==> src/hdl/cpi_pkg.sv <==
`timescale 1ns / 1ps

package cpi_pkg;

   // Command line bound, counted with its prefix: a line keeps at most LINE_MAX-1 bytes.
   localparam int LINE_MAX   = 64;
   localparam int LEN_W      = $clog2(LINE_MAX);
   localparam int PREFIX_LEN = 4;
   localparam int PM_W       = $clog2(PREFIX_LEN);
   localparam int CNT_W      = $clog2(PREFIX_LEN + 1);

   localparam logic [7:0] CHAR_LF = 8'h0A;
   localparam logic [7:0] CHAR_CR = 8'h0D;

   localparam logic [1:0] KIND_FWD = 2'd0;
   localparam logic [1:0] KIND_CMD = 2'd1;
   localparam logic [1:0] KIND_END = 2'd2;

   typedef struct packed {
      logic [PM_W-1:0]  prefix_matched;
      logic             in_command;
      logic [LEN_W-1:0] line_length;
   } state_type;

   // Words caused by one input byte: the first held_cnt prefix bytes, then
   // the current byte if cur_vld.
   typedef struct packed {
      logic [PM_W-1:0] held_cnt;
      logic [7:0]      cur_byte;
      logic [1:0]      cur_kind;
      logic            cur_vld;
   } burst_type;

   typedef struct packed {
      state_type state;
      burst_type burst;
   } step_type;

   // Escape prefix "$CB:".
   function automatic logic [7:0] prefix_byte(input logic [PM_W-1:0] idx);
      logic [7:0] b;
      unique case (idx)
         2'd0:    b = 8'h24;
         2'd1:    b = 8'h43;
         2'd2:    b = 8'h42;
         default: b = 8'h3A;
      endcase
      return b;
   endfunction

endpackage

==> src/hdl/cpi_classify.sv <==
`timescale 1ns / 1ps

module cpi_classify (
   input  logic                 fwd_en,
   input  logic [7:0]           in_byte,
   input  cpi_pkg::state_type   state,
   output cpi_pkg::step_type    step
);

   logic is_nl;

   assign is_nl = (in_byte == cpi_pkg::CHAR_LF) || (in_byte == cpi_pkg::CHAR_CR);

   always_comb begin
      step.state          = state;
      step.burst.held_cnt = '0;
      step.burst.cur_byte = in_byte;
      step.burst.cur_kind = cpi_pkg::KIND_FWD;
      step.burst.cur_vld  = 1'b0;

      if (is_nl) begin
         // end the line, or flush held prefix bytes ahead of the newline if forwarding is enabled
         if (state.in_command) begin
            step.burst.cur_byte = 8'h00;
            step.burst.cur_kind = cpi_pkg::KIND_END;
            step.burst.cur_vld  = 1'b1;
         end else begin
            step.burst.held_cnt = fwd_en ? state.prefix_matched : '0;
            step.burst.cur_vld  = fwd_en;
         end
         step.state = '0;
      end else if (state.in_command) begin
         if (state.line_length < cpi_pkg::LEN_W'(cpi_pkg::LINE_MAX - 1)) begin
            step.state.line_length = state.line_length + 1'b1;
            step.burst.cur_kind    = cpi_pkg::KIND_CMD;
            step.burst.cur_vld     = 1'b1;
         end
      end else if (in_byte == cpi_pkg::prefix_byte(state.prefix_matched)) begin
         if (state.prefix_matched == cpi_pkg::PM_W'(cpi_pkg::PREFIX_LEN - 1)) begin
            step.state.prefix_matched = '0;
            step.state.in_command     = 1'b1;
            step.state.line_length    = cpi_pkg::LEN_W'(cpi_pkg::PREFIX_LEN);
         end else begin
            step.state.prefix_matched = state.prefix_matched + 1'b1;
         end
      end else begin
         // mismatch: release held bytes and the current byte if forwarding is enabled
         step.burst.held_cnt       = fwd_en ? state.prefix_matched : '0;
         step.burst.cur_vld        = fwd_en;
         step.state.prefix_matched = '0;
      end
   end

endmodule

==> src/hdl/command_prefix_interceptor_unit.sv <==
`timescale 1ns / 1ps

// A result word is registered: it appears in the cycle after its input word
// is taken. One input word is taken per cycle while each word causes at most
// one result and the output is not stalled; a word that flushes k held prefix
// bytes holds the output register, and the input waits, until its last word leaves.
// Reset (synchronous, active high): clear the prefix match, command mode,
// line length, forward enable and the pending output burst.
module command_prefix_interceptor_unit (
   input  logic       clock,
   input  logic       reset,
   // configuration
   input  logic       csr_we,
   input  logic       csr_wdata,     // forward_enable
   // host byte stream
   input  logic       req_tvalid,
   output logic       req_tready,
   input  logic [7:0] req_tdata,     // [7:0] in_byte
   // result stream
   output logic       rsp_tvalid,
   input  logic       rsp_tready,
   output logic [7:0] rsp_tdata,     // [7:0] out_byte
   output logic [1:0] rsp_tuser,     // [1:0] out_kind
   output logic       rsp_tlast      // last_of_run
);

   logic                      fwd_en_ff;
   cpi_pkg::state_type        state_ff;
   cpi_pkg::step_type         step;

   // Output burst register: holds every word caused by one input word.
   cpi_pkg::burst_type        burst_ff;
   logic                      busy_ff;
   logic [cpi_pkg::PM_W-1:0]  pos_ff;
   logic [cpi_pkg::PM_W-1:0]  pos_in;

   logic [cpi_pkg::CNT_W-1:0] total;
   logic [cpi_pkg::CNT_W-1:0] new_total;
   logic                      in_fire;
   logic                      out_fire;
   logic                      at_last;

   // Work out next state and the words for this byte in one pass.
   cpi_classify u_classify (
      .fwd_en  (fwd_en_ff),
      .in_byte (req_tdata),
      .state   (state_ff),
      .step    (step)
   );

   assign total     = cpi_pkg::CNT_W'(burst_ff.held_cnt) + cpi_pkg::CNT_W'(burst_ff.cur_vld);
   assign new_total = cpi_pkg::CNT_W'(step.burst.held_cnt)
                    + cpi_pkg::CNT_W'(step.burst.cur_vld);
   assign at_last   = (cpi_pkg::CNT_W'(pos_ff) + 1'b1) == total;

   assign out_fire  = rsp_tvalid && rsp_tready;
   // Take a new word when the output register is empty or drains this cycle.
   assign req_tready = !busy_ff || (out_fire && at_last);
   assign in_fire    = req_tvalid && req_tready;

   assign pos_in = pos_ff + 1'b1;

   always_ff @(posedge clock) begin
      if (reset) begin
         fwd_en_ff <= 1'b0;
      end else if (csr_we) begin
         fwd_en_ff <= csr_wdata;
      end
   end

   always_ff @(posedge clock) begin
      if (reset) begin
         state_ff <= '0;
      end else if (in_fire) begin
         state_ff <= step.state;
      end
   end

   always_ff @(posedge clock) begin
      if (reset) begin
         busy_ff <= 1'b0;
         pos_ff  <= '0;
      end else if (in_fire) begin
         // load a fresh burst; a word with no result leaves it empty
         busy_ff <= (new_total != '0);
         pos_ff  <= '0;
      end else if (out_fire) begin
         // advance through the burst, drop it after the last word
         busy_ff <= !at_last;
         pos_ff  <= pos_in;
      end
   end

   always_ff @(posedge clock) begin
      if (in_fire) begin
         burst_ff <= step.burst;
      end
   end

   // Held prefix bytes go out first, then the current byte.
   always_comb begin
      if (cpi_pkg::CNT_W'(pos_ff) < cpi_pkg::CNT_W'(burst_ff.held_cnt)) begin
         rsp_tdata = cpi_pkg::prefix_byte(pos_ff);
         rsp_tuser = cpi_pkg::KIND_FWD;
      end else begin
         rsp_tdata = burst_ff.cur_byte;
         rsp_tuser = burst_ff.cur_kind;
      end
   end

   assign rsp_tvalid = busy_ff;
   assign rsp_tlast  = at_last;

   // A pending burst never points past its own last word.
   a_pos_in_range: assert property (@(posedge clock) disable iff (reset)
      rsp_tvalid |-> (cpi_pkg::CNT_W'(pos_ff) < total))
      else $error("burst position beyond burst length");

   // An end marker is always the only and last word of its burst.
   a_end_is_last: assert property (@(posedge clock) disable iff (reset)
      (rsp_tvalid && rsp_tuser == cpi_pkg::KIND_END) |-> (rsp_tlast && pos_ff == '0))
      else $error("end marker not alone in its burst");

   // Input stalls only while a burst is still draining.
   a_stall_busy: assert property (@(posedge clock) disable iff (reset)
      !req_tready |-> (busy_ff && !(out_fire && at_last)))
      else $error("input stalled with no burst draining");

   // Reset leaves the output empty.
   a_reset_empty: assert property (@(posedge clock)
      reset |=> !rsp_tvalid)
      else $error("output valid right after reset");

endmodule
==> config.mk <==
export PLATFORM = sky130hd
export DESIGN_NAME = command_prefix_interceptor_unit
export DESIGN_NICKNAME = d
export VERILOG_FILES = /design/src/hdl/cpi_pkg.sv /design/src/hdl/cpi_classify.sv /design/src/hdl/command_prefix_interceptor_unit.sv
export SDC_FILE = /design/constraint.sdc
export NUM_CORES = 1
export LEC_CHECK = 0
export ABC_AREA = 1
export BUFFER_PORTS_ARGS = -buffer_cell sky130_fd_sc_hd__buf_2
export CAP_MARGIN = 20
export CELL_PAD_IN_SITES_DETAIL_PLACEMENT = 2
export CELL_PAD_IN_SITES_GLOBAL_PLACEMENT = 2
export CORE_ASPECT_RATIO = 0.5
export CORE_MARGIN = 4
export CORE_UTILIZATION = 30
export CTS_CLUSTER_DIAMETER = 150
export DETAILED_ROUTE_END_ITERATION = 10
export PLACE_DENSITY_LB_ADDON = 0.3
export SLEW_MARGIN = 30
export SYNTH_ARGS = -nofsm -noshare
export SYNTH_HDL_FRONTEND = slang
export SYNTH_SLANG_ARGS = --single-unit
==> constraint.sdc <==
create_clock -name clock -period 4.15 [get_ports clock]
set_input_delay 0.415 -clock clock [delete_from_list [all_inputs] [get_ports clock]]
set_output_delay 0.415 -clock clock [all_outputs]
set_load 0.02 [all_outputs]
==> flow_metrics.env <==
export IMPL_max_freq_mhz=354
export IMPL_grt_max_degree=18
export IMPL_rrSetupSlack_ns=1.33
export IMPL_ctsResizeCount=0
export IMPL_synth_nets=264
export IMPL_synth_ff_type="edfxtp_1"
export IMPL_nFillCells=666
export IMPL_chipHeight_um=61.7
export IMPL_start_util=0.312
export IMPL_pwr_share_comb=0.255
export IMPL_h_tree_depth=1
export IMPL_p_seq_frac=0.389
export IMPL_seq_area_frac_synth=0.376
export IMPL_worst_pin_slew_ns=0.673
export IMPL_antenna_found_initial=0
export IMPL_grt_first_pass_wirelength_um=8390
export IMPL_pin_count=27
export IMPL_track_usage=0.155
export IMPL_core_area_um2=5540
export IMPL_cts_buffers=3
export IMPL_setup_tns_ns=0
export IMPL_critPathKind="reg2reg"
export IMPL_power_switching_uw=248
export IMPL_drt_wl_total_um=5120
export IMPL_finalNetCount=291
export IMPL_grt_overflow=0
export IMPL_synth_cell_types=33
export IMPL_fp_dieW_um=115
export IMPL_first_iter_violations=41
export IMPL_routed_via_density=4.73
export IMPL_diodes=0
export IMPL_finalHoldViolations=0
export IMPL_drive_above_1_share=0.168
export IMPL_arrival_ns=2.98
export IMPL_min_period_ns=2.82
export IMPL_irDropWorstVdd_mv=0.160
export IMPL_fin_skew_ns=0.00783
export IMPL_swShare=0.310
export IMPL_design_power_total_uw=800
export IMPL_max_slew_margin_rel=0.551
export IMPL_outcome="finished clean"
export IMPL_required_ns=4.30
export IMPL_first_global_vias=1712
export IMPL_rows=19
export IMPL_synth_edf_count=13
export IMPL_fin_cells=335
export IMPL_synth_warning_count=0
export IMPL_hold_slack_ns=0.331
export IMPL_cts_tree="built"
export IMPL_clkLatencyLatePin_ns=0.26
export IMPL_hp_class="in2reg"
export IMPL_synth_seq_cells=26
export IMPL_post_cts_buffers=0
export IMPL_wl_per_cell_um=15.3
export IMPL_firstDrtPassIters=4
export IMPL_dp_cells=331
export IMPL_power_leakage_nw=1.01
export IMPL_period_share=0.680
export IMPL_ant_nets=0
export IMPL_rsz0062_at_grt="false"
export IMPL_synth_area_um2=1730
export IMPL_dp_hpwl_um=4250
export IMPL_startpoint_type="flip-flop"
export IMPL_vias=1583
export IMPL_drc_errors=0
export IMPL_synthCells=236
export IMPL_power_frac_clock=0.356
export IMPL_drv_slew=0
export IMPL_area_growth_pct=17.6
export IMPL_clockBufferDepth=2
export IMPL_portBuffers=26
export IMPL_setup_viol=0
export IMPL_avgSynthCellArea_um2=7.33
export IMPL_cp_end_kind="flip-flop"
export IMPL_clockRootBuffer="clkbuf_16"
export IMPL_p_per_area_nw_per_um2=393
export IMPL_hold_buffers=0
export IMPL_internal_power_uw=552
export IMPL_place_gp_congestion=0.766
export IMPL_async_flop_share=0
export IMPL_clkSlewWorstSetupHoldPaths_ns=0.07
export IMPL_worstPathMaxFanout=5
export IMPL_dieArea_um2=7120
export IMPL_cts_sinks=26
export IMPL_max_cap_violations=0
-- power by group through the flow --
stage	logic, mW	registers [mW]	clock network [mW]
2_1_floorplan	0.138	0.314	0
3_3_place_gp	0.192	0.315	0
3_5_place_dp	0.207	0.318	0
4_1_cts	0.210	0.312	0.290
5_1_grt	0.233	0.314	0.301
6_report	0.204	0.312	0.284
-- worst max-delay path, cell delays in order, from the launching register on --
cell and delay [ns]:
dfxtp_1 0.40, inv_1 0.12, ha_1 0.37, nand2_1 0.10
inv_1 0.05, nor2_1 0.10, nand2_1 0.07, nor2_1 0.12
and2_1 0.19, nand3b_1 0.19, nand2_1 0.11, ha_1 0.20
ha_1 0.27, nor3_1 0.19, nand2_1 0.07, nand3_1 0.10
a21oi_1 0.06
-- flip-flops by register name, indices dropped and copies added, names as in the netlist --
| name | cells |
|---|---|
| burst_ff | 13 |
| state_ff | 9 |
| pos_ff | 2 |
| fwd_en_ff | 1 |
| rsp_tvalid | 1 |
-- cells in the final DEF, fill, tap and decap left out, types with 2 or more instances in the layout --
master / count
buf_2: 26
inv_1: 36
o21ai_0: 5
or2_2: 2
a21oi_1: 12
nand3_1: 17
nor2_1: 30
dfxtp_1: 13
nand2_1: 64
nand2_4: 2
edfxtp_1: 13
ha_1: 14
nand3b_1: 2
nand4_1: 3
clkbuf_16: 3
nand2_2: 2
-- area by class of cell --
type                            count  area [µm²]  share of cell area
Timing Repair Buffer               26         130              0.0639
Clock inverter                      1        30.0              0.0148
Inverter                           38         143              0.0701
Clock buffer                        3        75.1              0.0369
Sequential cell                    26         651               0.320
Multi-Input combinational cell    168         916               0.450
Tap cell                           73        91.3              0.0449
-- metal layers --
metal  track usage  share of wire  up-vias
met5             0              0        -
met1         0.174           0.43      765
met4        0.0201         0.0035        0
met3        0.0358          0.042        2
met2         0.314           0.52       22
li1              -              -      794
-- worst paths after layout --
kind	startpoint	endpoint	depth (start not counted)
hold / removal	csr_we	fwd_en_ff	2
setup / recovery	state_ff[7]	rsp_tvalid	16
setup reg to reg	state_ff[7]	rsp_tvalid	16
hold reg to reg	state_ff[3]	state_ff[3]	2
-- cell families (layout without fill, tap and decap cells) --
family | after synthesis | after routing | synth area share
DFF | 26 | 26 | 0.376
and+or+nand+nor | 132 | 132 | 0.356
adders and majority gates | 14 | 14 | 0.101
xor gates and xnor gates | 2 | 2 | 0.0101
AOI/OAI and AO/OA | 20 | 20 | 0.0615
buffers and inverters | 42 | 68 | 0.0947
-- cell usage after synthesis, types with 2 or more instances --
| cell type | n | area, µm² |
|---|---|---|
| nand2_1 | 64 | 240 |
| inv_1 | 36 | 135 |
| nor2_1 | 30 | 113 |
| nand3_1 | 17 | 85.1 |
| ha_1 | 14 | 175 |
| dfxtp_1 | 13 | 260 |
| edfxtp_1 | 13 | 390 |
| a21oi_1 | 12 | 60.1 |
| o21ai_0 | 5 | 25.0 |
| clkbuf_1 | 3 | 11.3 |
| nand4_1 | 3 | 18.8 |
| nand2_2 | 2 | 12.5 |
| nand2_4 | 2 | 22.5 |
| nand3b_1 | 2 | 15.0 |
| or2_2 | 2 | 12.5 |
-- through the flow --
step	instance area [µm²]	utilization	setup WS [ns]
6_report	2040	0.368	1.33
5_1_grt	2040	0.368	1.05
4_1_cts	2040	0.368	1.29
3_5_place_dp	1930	0.349	1.31
3_3_place_gp	1930	0.349	1.63
2_1_floorplan	1730	-	1.77
Note: power is estimated with default switching activity, not from simulation.
